**config.mk**
```make
export PLATFORM = sky130hd
export DESIGN_NAME = range_to_cidr_splitter
export DESIGN_NICKNAME = d
export VERILOG_FILES = /design/src/hdl/rcs_pkg.sv /design/src/hdl/rcs_ctrl.sv /design/src/hdl/rcs_datapath.sv /design/src/hdl/range_to_cidr_splitter.sv
export SDC_FILE = /design/constraint.sdc
export NUM_CORES = 1
export LEC_CHECK = 0
export ABC_AREA = 0
export BUFFER_PORTS_ARGS = -buffer_cell sky130_fd_sc_hd__clkbuf_2
export CAP_MARGIN = 25
export CORE_ASPECT_RATIO = 0.75
export CORE_MARGIN = 8
export CORE_UTILIZATION = 42
export DETAILED_ROUTE_END_ITERATION = 12
export PLACE_DENSITY = 0.56
export SLEW_MARGIN = 20
export SYNTH_ARGS = -nofsm -noshare
export SYNTH_HDL_FRONTEND = slang
export SYNTH_SLANG_ARGS = --single-unit
```
**constraint.sdc**
```tcl
create_clock -name clk -period 12.3 [get_ports clk]
set_input_delay 1.23 -clock clk [delete_from_list [all_inputs] [get_ports clk]]
set_output_delay 1.23 -clock clk [all_outputs]
set_load 0.01 [all_outputs]
```
**src/hdl/rcs_pkg.sv**
```systemverilog
// Package for the range to CIDR splitter: payload structs, the command and status
// structs between controller and datapath, and fixed constants.
// No dependencies.
package rcs_pkg;

  localparam int FieldW = 32;
  localparam int IdxW = 6;
  localparam int CfgW = 6;
  localparam int MaxOut = 62;
  localparam int CntW = 6;
  localparam logic [CfgW-1:0] CfgResetWidth = 6'd32;

  typedef logic [IdxW-1:0] idx_t;

  typedef struct packed {
    logic [FieldW-1:0] range_start;
    logic [FieldW-1:0] range_end;
  } in_t;

  typedef struct packed {
    logic [FieldW-1:0] block_base;
    logic [IdxW-1:0]   prefix_len;
    logic              last_block;
  } out_t;

  typedef struct packed {
    logic load;
    logic step;
  } rcs_cmd_t;

  typedef struct packed {
    logic range_empty;
    logic out_free;
    logic last;
  } rcs_sts_t;

endpackage

```
**src/hdl/rcs_ctrl.sv**
```systemverilog
// Controller of the range to CIDR splitter: sequences loading, block steps and the
// pause after a full run of blocks. Depends on rcs_pkg.
module rcs_ctrl import rcs_pkg::*; (
  input  logic     clk,
  input  logic     rst_n,
  input  logic     in_valid,
  output logic     in_stall,
  input  rcs_sts_t sts,
  output rcs_cmd_t cmd
);

  typedef enum logic [1:0] {
    ST_IDLE,
    ST_RUN,
    ST_HOLD
  } state_t;

  localparam logic [CntW-1:0] CntLast = CntW'(MaxOut - 1);

  state_t          state_r, state_nxt;
  logic [CntW-1:0] cnt_r, cnt_nxt;
  logic            in_acc;

  assign in_stall = (state_r == ST_RUN);
  assign in_acc   = in_valid && !in_stall;

  always_comb begin
    state_nxt = state_r;
    cnt_nxt   = cnt_r;
    cmd.load  = 1'b0;
    cmd.step  = 1'b0;
    unique case (state_r)
      ST_IDLE: begin
        if (in_acc && !sts.range_empty) begin
          cmd.load  = 1'b1;
          state_nxt = ST_RUN;
          cnt_nxt   = '0;
        end
      end
      ST_HOLD: begin
        if (in_acc) begin
          state_nxt = ST_RUN;
          cnt_nxt   = '0;
        end
      end
      ST_RUN: begin
        if (sts.out_free) begin
          cmd.step = 1'b1;
          cnt_nxt  = cnt_r + 1'b1;
          if (sts.last) begin
            state_nxt = ST_IDLE;
          end else if (cnt_r == CntLast) begin
            state_nxt = ST_HOLD;
          end
        end
      end
      default: state_nxt = ST_IDLE;
    endcase
  end

  always_ff @(posedge clk) begin
    if (!rst_n) begin
      state_r <= ST_IDLE;
      cnt_r   <= '0;
    end else begin
      state_r <= state_nxt;
      cnt_r   <= cnt_nxt;
    end
  end

  a_cnt_bound: assert property (@(posedge clk) disable iff (!rst_n)
    state_r == ST_RUN |-> cnt_r <= CntLast)
    else $error("block count ran past the per-item limit");

  a_last_idle: assert property (@(posedge clk) disable iff (!rst_n)
    cmd.step && sts.last |=> state_r == ST_IDLE)
    else $error("controller did not return to idle after the final block");

  a_full_hold: assert property (@(posedge clk) disable iff (!rst_n)
    cmd.step && !sts.last && cnt_r == CntLast |=> state_r == ST_HOLD)
    else $error("controller did not pause after a full run of blocks");

endmodule

```
**src/hdl/rcs_datapath.sv**
```systemverilog
// Datapath of the range to CIDR splitter: cursor, remaining length, width register,
// block size selection and the output register. Depends on rcs_pkg.
module rcs_datapath import rcs_pkg::*; #(
  parameter int ADDR_BITS = 32
) (
  input  logic            clk,
  input  logic            rst_n,
  input  in_t             in_data,
  input  logic            cfg_wr,
  input  logic [CfgW-1:0] cfg_data,
  input  rcs_cmd_t        cmd,
  output rcs_sts_t        sts,
  output logic            out_valid,
  input  logic            out_stall,
  output out_t            out_data
);

  localparam idx_t AddrBitsIdx = IdxW'(ADDR_BITS);

  logic [CfgW-1:0]      width_r;
  logic [ADDR_BITS-1:0] cur_r;
  logic [ADDR_BITS:0]   rem_r;
  logic                 out_valid_r;
  out_t                 out_data_r;

  logic [ADDR_BITS-1:0] start_m, end_m;
  logic [ADDR_BITS:0]   size;
  idx_t                 eff_w, tz, msb, tz_cap, j;

  assign start_m = in_data.range_start[ADDR_BITS-1:0];
  assign end_m   = in_data.range_end[ADDR_BITS-1:0];
  assign eff_w   = (width_r > AddrBitsIdx) ? AddrBitsIdx : width_r;

  always_comb begin
    tz = AddrBitsIdx;
    for (int i = ADDR_BITS - 1; i >= 0; i--) begin
      if (cur_r[i]) begin
        tz = IdxW'(i);
      end
    end
  end

  always_comb begin
    msb = '0;
    for (int i = 0; i <= ADDR_BITS; i++) begin
      if (rem_r[i]) begin
        msb = IdxW'(i);
      end
    end
  end

  assign tz_cap = (tz > eff_w) ? eff_w : tz;
  assign j      = (tz_cap > msb) ? msb : tz_cap;
  assign size   = (ADDR_BITS + 1)'(1) << j;

  assign sts.range_empty = start_m > end_m;
  assign sts.out_free    = !out_valid_r || !out_stall;
  assign sts.last        = (rem_r == size);

  always_ff @(posedge clk) begin
    if (!rst_n) begin
      width_r     <= CfgResetWidth;
      out_valid_r <= 1'b0;
    end else begin
      if (cfg_wr) begin
        width_r <= cfg_data;
      end
      if (cmd.step) begin
        out_valid_r <= 1'b1;
      end else if (!out_stall) begin
        out_valid_r <= 1'b0;
      end
    end
  end

  always_ff @(posedge clk) begin
    if (cmd.load) begin
      cur_r <= start_m;
      rem_r <= {1'b0, end_m} - {1'b0, start_m} + 1'b1;
    end else if (cmd.step) begin
      cur_r <= cur_r + size[ADDR_BITS-1:0];
      rem_r <= rem_r - size;
    end
    if (cmd.step) begin
      out_data_r.block_base <= FieldW'(cur_r);
      out_data_r.prefix_len <= eff_w - j;
      out_data_r.last_block <= sts.last;
    end
  end

  assign out_valid = out_valid_r;
  assign out_data  = out_data_r;

  a_no_overwrite: assert property (@(posedge clk) disable iff (!rst_n)
    cmd.step |-> sts.out_free)
    else $error("block step while the output register was still held");

  a_rem_live: assert property (@(posedge clk) disable iff (!rst_n)
    cmd.step && !sts.last |=> rem_r != '0)
    else $error("remaining length emptied without a final block");

endmodule

```
**src/hdl/range_to_cidr_splitter.sv**
```systemverilog
// Range to CIDR splitter top level: joins the controller and the datapath.
// Depends on rcs_pkg, rcs_ctrl and rcs_datapath.
//
// An input beat carries an inclusive range (range_start, range_end). The block
// answers with the fewest aligned power-of-two blocks covering it, in ascending
// order, each as a base address and a prefix length, the final one marked by
// last_block. A range whose start is above its end yields no beat at all.
// An accepted range is loaded into the cursor and remaining-length registers, then
// each block is stepped into the output register, one per cycle while the output is
// not stalled. The rate is set by the single block-size step in the datapath, which
// produces one block a cycle. At most 62 blocks are given per input beat: if a range
// needs more, which only happens with a narrow configured width, the next input beat
// is taken in place of a new range and its fields are ignored while up to 62 follow.
// The width register is written on the cfg channel, which is always ready, and
// must only be written while no range is in progress. A stall on the output holds
// the current beat and pauses splitting; the input is stalled while blocks are being
// stepped out. Synchronous reset returns the block to idle with a width of 32.
module range_to_cidr_splitter import rcs_pkg::*; #(
  parameter int ADDR_BITS = 32
) (
  input  logic            clk,
  input  logic            rst_n,
  input  logic            in_valid,
  output logic            in_stall,
  input  in_t             in_data,
  output logic            out_valid,
  input  logic            out_stall,
  output out_t            out_data,
  input  logic            cfg_valid,
  output logic            cfg_ready,
  input  logic [CfgW-1:0] cfg_data
);

  rcs_cmd_t cmd;
  rcs_sts_t sts;

  assign cfg_ready = 1'b1;

  rcs_ctrl u_ctrl (
    .clk      (clk),
    .rst_n    (rst_n),
    .in_valid (in_valid),
    .in_stall (in_stall),
    .sts      (sts),
    .cmd      (cmd)
  );

  rcs_datapath #(
    .ADDR_BITS (ADDR_BITS)
  ) u_datapath (
    .clk       (clk),
    .rst_n     (rst_n),
    .in_data   (in_data),
    .cfg_wr    (cfg_valid && cfg_ready),
    .cfg_data  (cfg_data),
    .cmd       (cmd),
    .sts       (sts),
    .out_valid (out_valid),
    .out_stall (out_stall),
    .out_data  (out_data)
  );

endmodule

```
==> flow_summary_export.csv <==
group,metric,value,unit
final_layout,antenna_cells,0,
timing,finalSetupViolations,0,
routing,ant_nets,0,
final_layout,final_common_cell,"ha_1",
timing,max_slew_margin,38.2,%
final_layout,fin_cells,1921,
clock_network,clock_latency,430,ps
power,p_per_area,207,mW/mm2
setup_path,critPathSlowestCell,"o21ai_0",
power,total_power,2.83,mW
logic_synthesis,synth_cells,1405,
clock_network,htree_num_levels,4,
timing,period_minus_slack,8920,ps
setup_path,endpoint,"u_datapath.rem_r[30]",
setup_path,r2r_cells,28,
logic_synthesis,synth-seq-cells,119,
routing,routed_via_density,5.63,
setup_path,cp.required,12450,ps
floorplanning,coreArea,0.0282,mm2
global_route,grt_pass1_wl,58.3,mm
place,port_buffers,115,
setup_path,cp-end-kind,"register",
floorplanning,row_count,53,
worst_hold_path,hold_class,"register to register",
final_layout,areaGrowthSynthToFinish,13.2,%
logic_synthesis,yosys_warnings,0,
floorplanning,die_y,163,um
timing,finalCritPeriodShare,72.5,%
final_layout,final_util,48.6,%
routing,wire_per_inst,19.6,um
place,gp_congestion,0.955,
power,vdd_drop_max,0.115,mV
final_layout,layout_common_cells,"ha_1 (177), inv_1 (152), nand2_1 (120), clkbuf_2 (115), edfxtp_1 (104)",
clock_network,cts_hold_buf,0,
clock_network,clk_pin_slew_worst_paths,60,ps
timing,hold_ws,507,ps
logic_synthesis,synthesis.area,0.0121,mm2
logic_synthesis,synthArstFlopShare,0,%
timing,rsz0062_at_grt,"false",
setup_path,reg2reg_from,"u_datapath.cur_r[14]",
clock_network,cts_sinks,119,
logic_synthesis,yosys_most_used_dff,"edfxtp_1",
clock_network,cts_tree,"yes",
global_route,antenna_found_initial,0,
setup_path,critical_path_class,"register to register",
final_layout,drive_gt1_share,11.8,%
place,dp.cells,1889,
timing,hold_viol,0,
setup_path,r2r_slack,3380,ps
routing,dr.pass1.iters,5,
routing,drt_wl_total,37.6,mm
floorplanning,start_util,42.9,%
floorplanning,io_pins,117,
setup_path,cp-startpoint,"u_datapath.cur_r[14]",
place,dp_hpwl,30.5,mm
worst_hold_path,min_from,"u_ctrl.state_r[0]",
setup_path,slowest_delay,580,ps
setup_path,cp-start-kind,"register",
setup_path,crit_fanout,7,
global_route,grt_overflow,0,
setup_path,worstPathArrival,9070,ps
routing,drc,0,
setup_path,timing.rr.end,"u_datapath.rem_r[30]",
global_route,grt_pass1_vias,10500,
logic_synthesis,avgSynthCellArea,8.61,um2
final_layout,final_nets,1779,
clock_network,cts_made_buffers,17,
logic_synthesis,synth.distinct_cells,82,
global_route,track_usage,21.6,%
power,p_leak,6.36,nW
timing,drv_slew,0,
floorplanning,dieWidth,212,um
clock_network,clockBufferDepth,2,
global_route,grt_max_degree,92,
logic_synthesis,syn_nets,1661,
logic_synthesis,ys_seq_area_share,28.3,%
run,max_cap_viol_count,0,
timing,finalClockSkew,8.58,ps
routing,drtIter0Drc,808,
timing,worst_pin_slew,927,ps
routing,vias,10800,
clock_network,clockRootBuffer,"clkbuf_16",
clock_network,post_cts_resized,0,
status,status,"completed",
setup_path,crit_top_cell,"a21oi_1",
logic_synthesis,synth_edf_count,104,
clock_network,cts_setup_buffers,0,
timing,fmax,112,MHz
timing,fin_setup_tns,0,ps
floorplanning,dieArea,0.0345,mm2
-- through the flow --
stage	setup WS, ps	area (um2)
2_1_floorplan	4720	12100
3_3_place_gp	3640	13100
3_5_place_dp	3460	13100
4_1_cts	3440	13700
5_1_grt	2570	13700
6_report	3380	13700
-- worst min-delay path by stage --
stage / end / depth (start not counted) / slack, ps
4_1_cts: u_ctrl.state_r[0] / 2 / 510
2_1_floorplan: u_ctrl.state_r[0] / 2 / 460
3_5_place_dp: u_ctrl.state_r[0] / 2 / 490
6_report: u_ctrl.state_r[0] / 2 / 510
5_1_grt: u_ctrl.state_r[0] / 2 / 530
3_3_place_gp: u_ctrl.cnt_r[4] / 2 / 480
-- critical path: cells and delay by family (launching register included) --
kind            cells  cell delay [ps]
simple gates        8             2390
xor+xnor            1              180
fa+ha+maj           3             1120
flops               1              480
compound gates     13             3400
mux                 3             1050
-- flip-flops by register name, indices dropped and copies added, names as in the netlist --
register              cells
u_datapath.out_data      39
u_datapath.rem_r         33
u_datapath.cur_r         32
u_ctrl.cnt_r              6
u_datapath.width_r        6
u_ctrl.state_r            2
u_datapath.out_valid      1
-- layout make-up --
type | instances | area (um2)
Fill cell | 2797 | 14500
Multi-Input combinational cell | 1113 | 8030
Sequential cell | 119 | 3420
Timing Repair Buffer | 120 | 613
Inverter | 152 | 571
Tap cell | 385 | 482
Clock buffer | 17 | 425
Clock inverter | 15 | 155
-- kinds of logic (layout without fill, tap and decap cells) --
family / count (synthesis) / after routing / synth area share [%]
AOI/OAI and AO/OA: 422 / 422 / 22.7
buffers and inverters: 173 / 304 / 5.41
muxes: 20 / 20 / 1.86
xor gates and xnor gates: 82 / 82 / 5.94
DFF: 119 / 119 / 28.3
other: 1 / 1 / 0.0310
and+or+nand+nor: 407 / 407 / 16.8
adders and majority gates: 181 / 181 / 19.0
-- synth_stat cells, drive strengths merged (4+ instances only) --
master / n / area, um2
ha: 177 / 2210
inv: 152 / 571
nand2: 121 / 454
edfxtp: 104 / 3120
o21ai: 102 / 510
a21oi: 98 / 490
nor2: 92 / 353
a21o: 43 / 323
xnor2: 43 / 377
xor2: 39 / 342
o21a: 35 / 263
nor2b: 31 / 201
nor3: 31 / 155
nand3: 27 / 135
a211oi: 19 / 143
clkbuf: 17 / 63.8
a31oi: 15 / 93.8
dfxtp: 15 / 300
nand2b: 14 / 87.6
and2: 13 / 81.3
mux2i: 13 / 143
nor4: 13 / 81.3
o31ai: 13 / 97.6
or4: 13 / 101
o2111ai: 12 / 105
a21boi: 11 / 82.6
o211ai: 11 / 82.6
or3: 11 / 70.1
nand4: 9 / 56.3
o21bai: 9 / 67.6
and3: 7 / 43.8
and4: 7 / 63.8
mux2: 7 / 82.6
or2: 6 / 37.5
o311ai: 5 / 43.8
a221o: 4 / 40.0
buf: 4 / 20.0
fa: 4 / 80.1
o41ai: 4 / 35.0
-- metal layers --
| layer | wire [um] | vias to the layer above | track usage [%] |
|---|---|---|---|
| met5 | 0 | - | 0 |
| met4 | 499 | 0 | 4.19 |
| met3 | 2410 | 32 | 4.21 |
| met2 | 14900 | 339 | 30.6 |
| met1 | 19700 | 5044 | 33.0 |
| li1 | - | 5394 | - |
-- report_power, final --
group	total, mW	internal, mW	switching (mW)	leakage [nW]
Clock	0.502	0.285	0.217	0.280
Combinational	1.56	0.635	0.929	4.97
Sequential	0.769	0.632	0.137	1.11
Power figures use the tool's default switching activity.
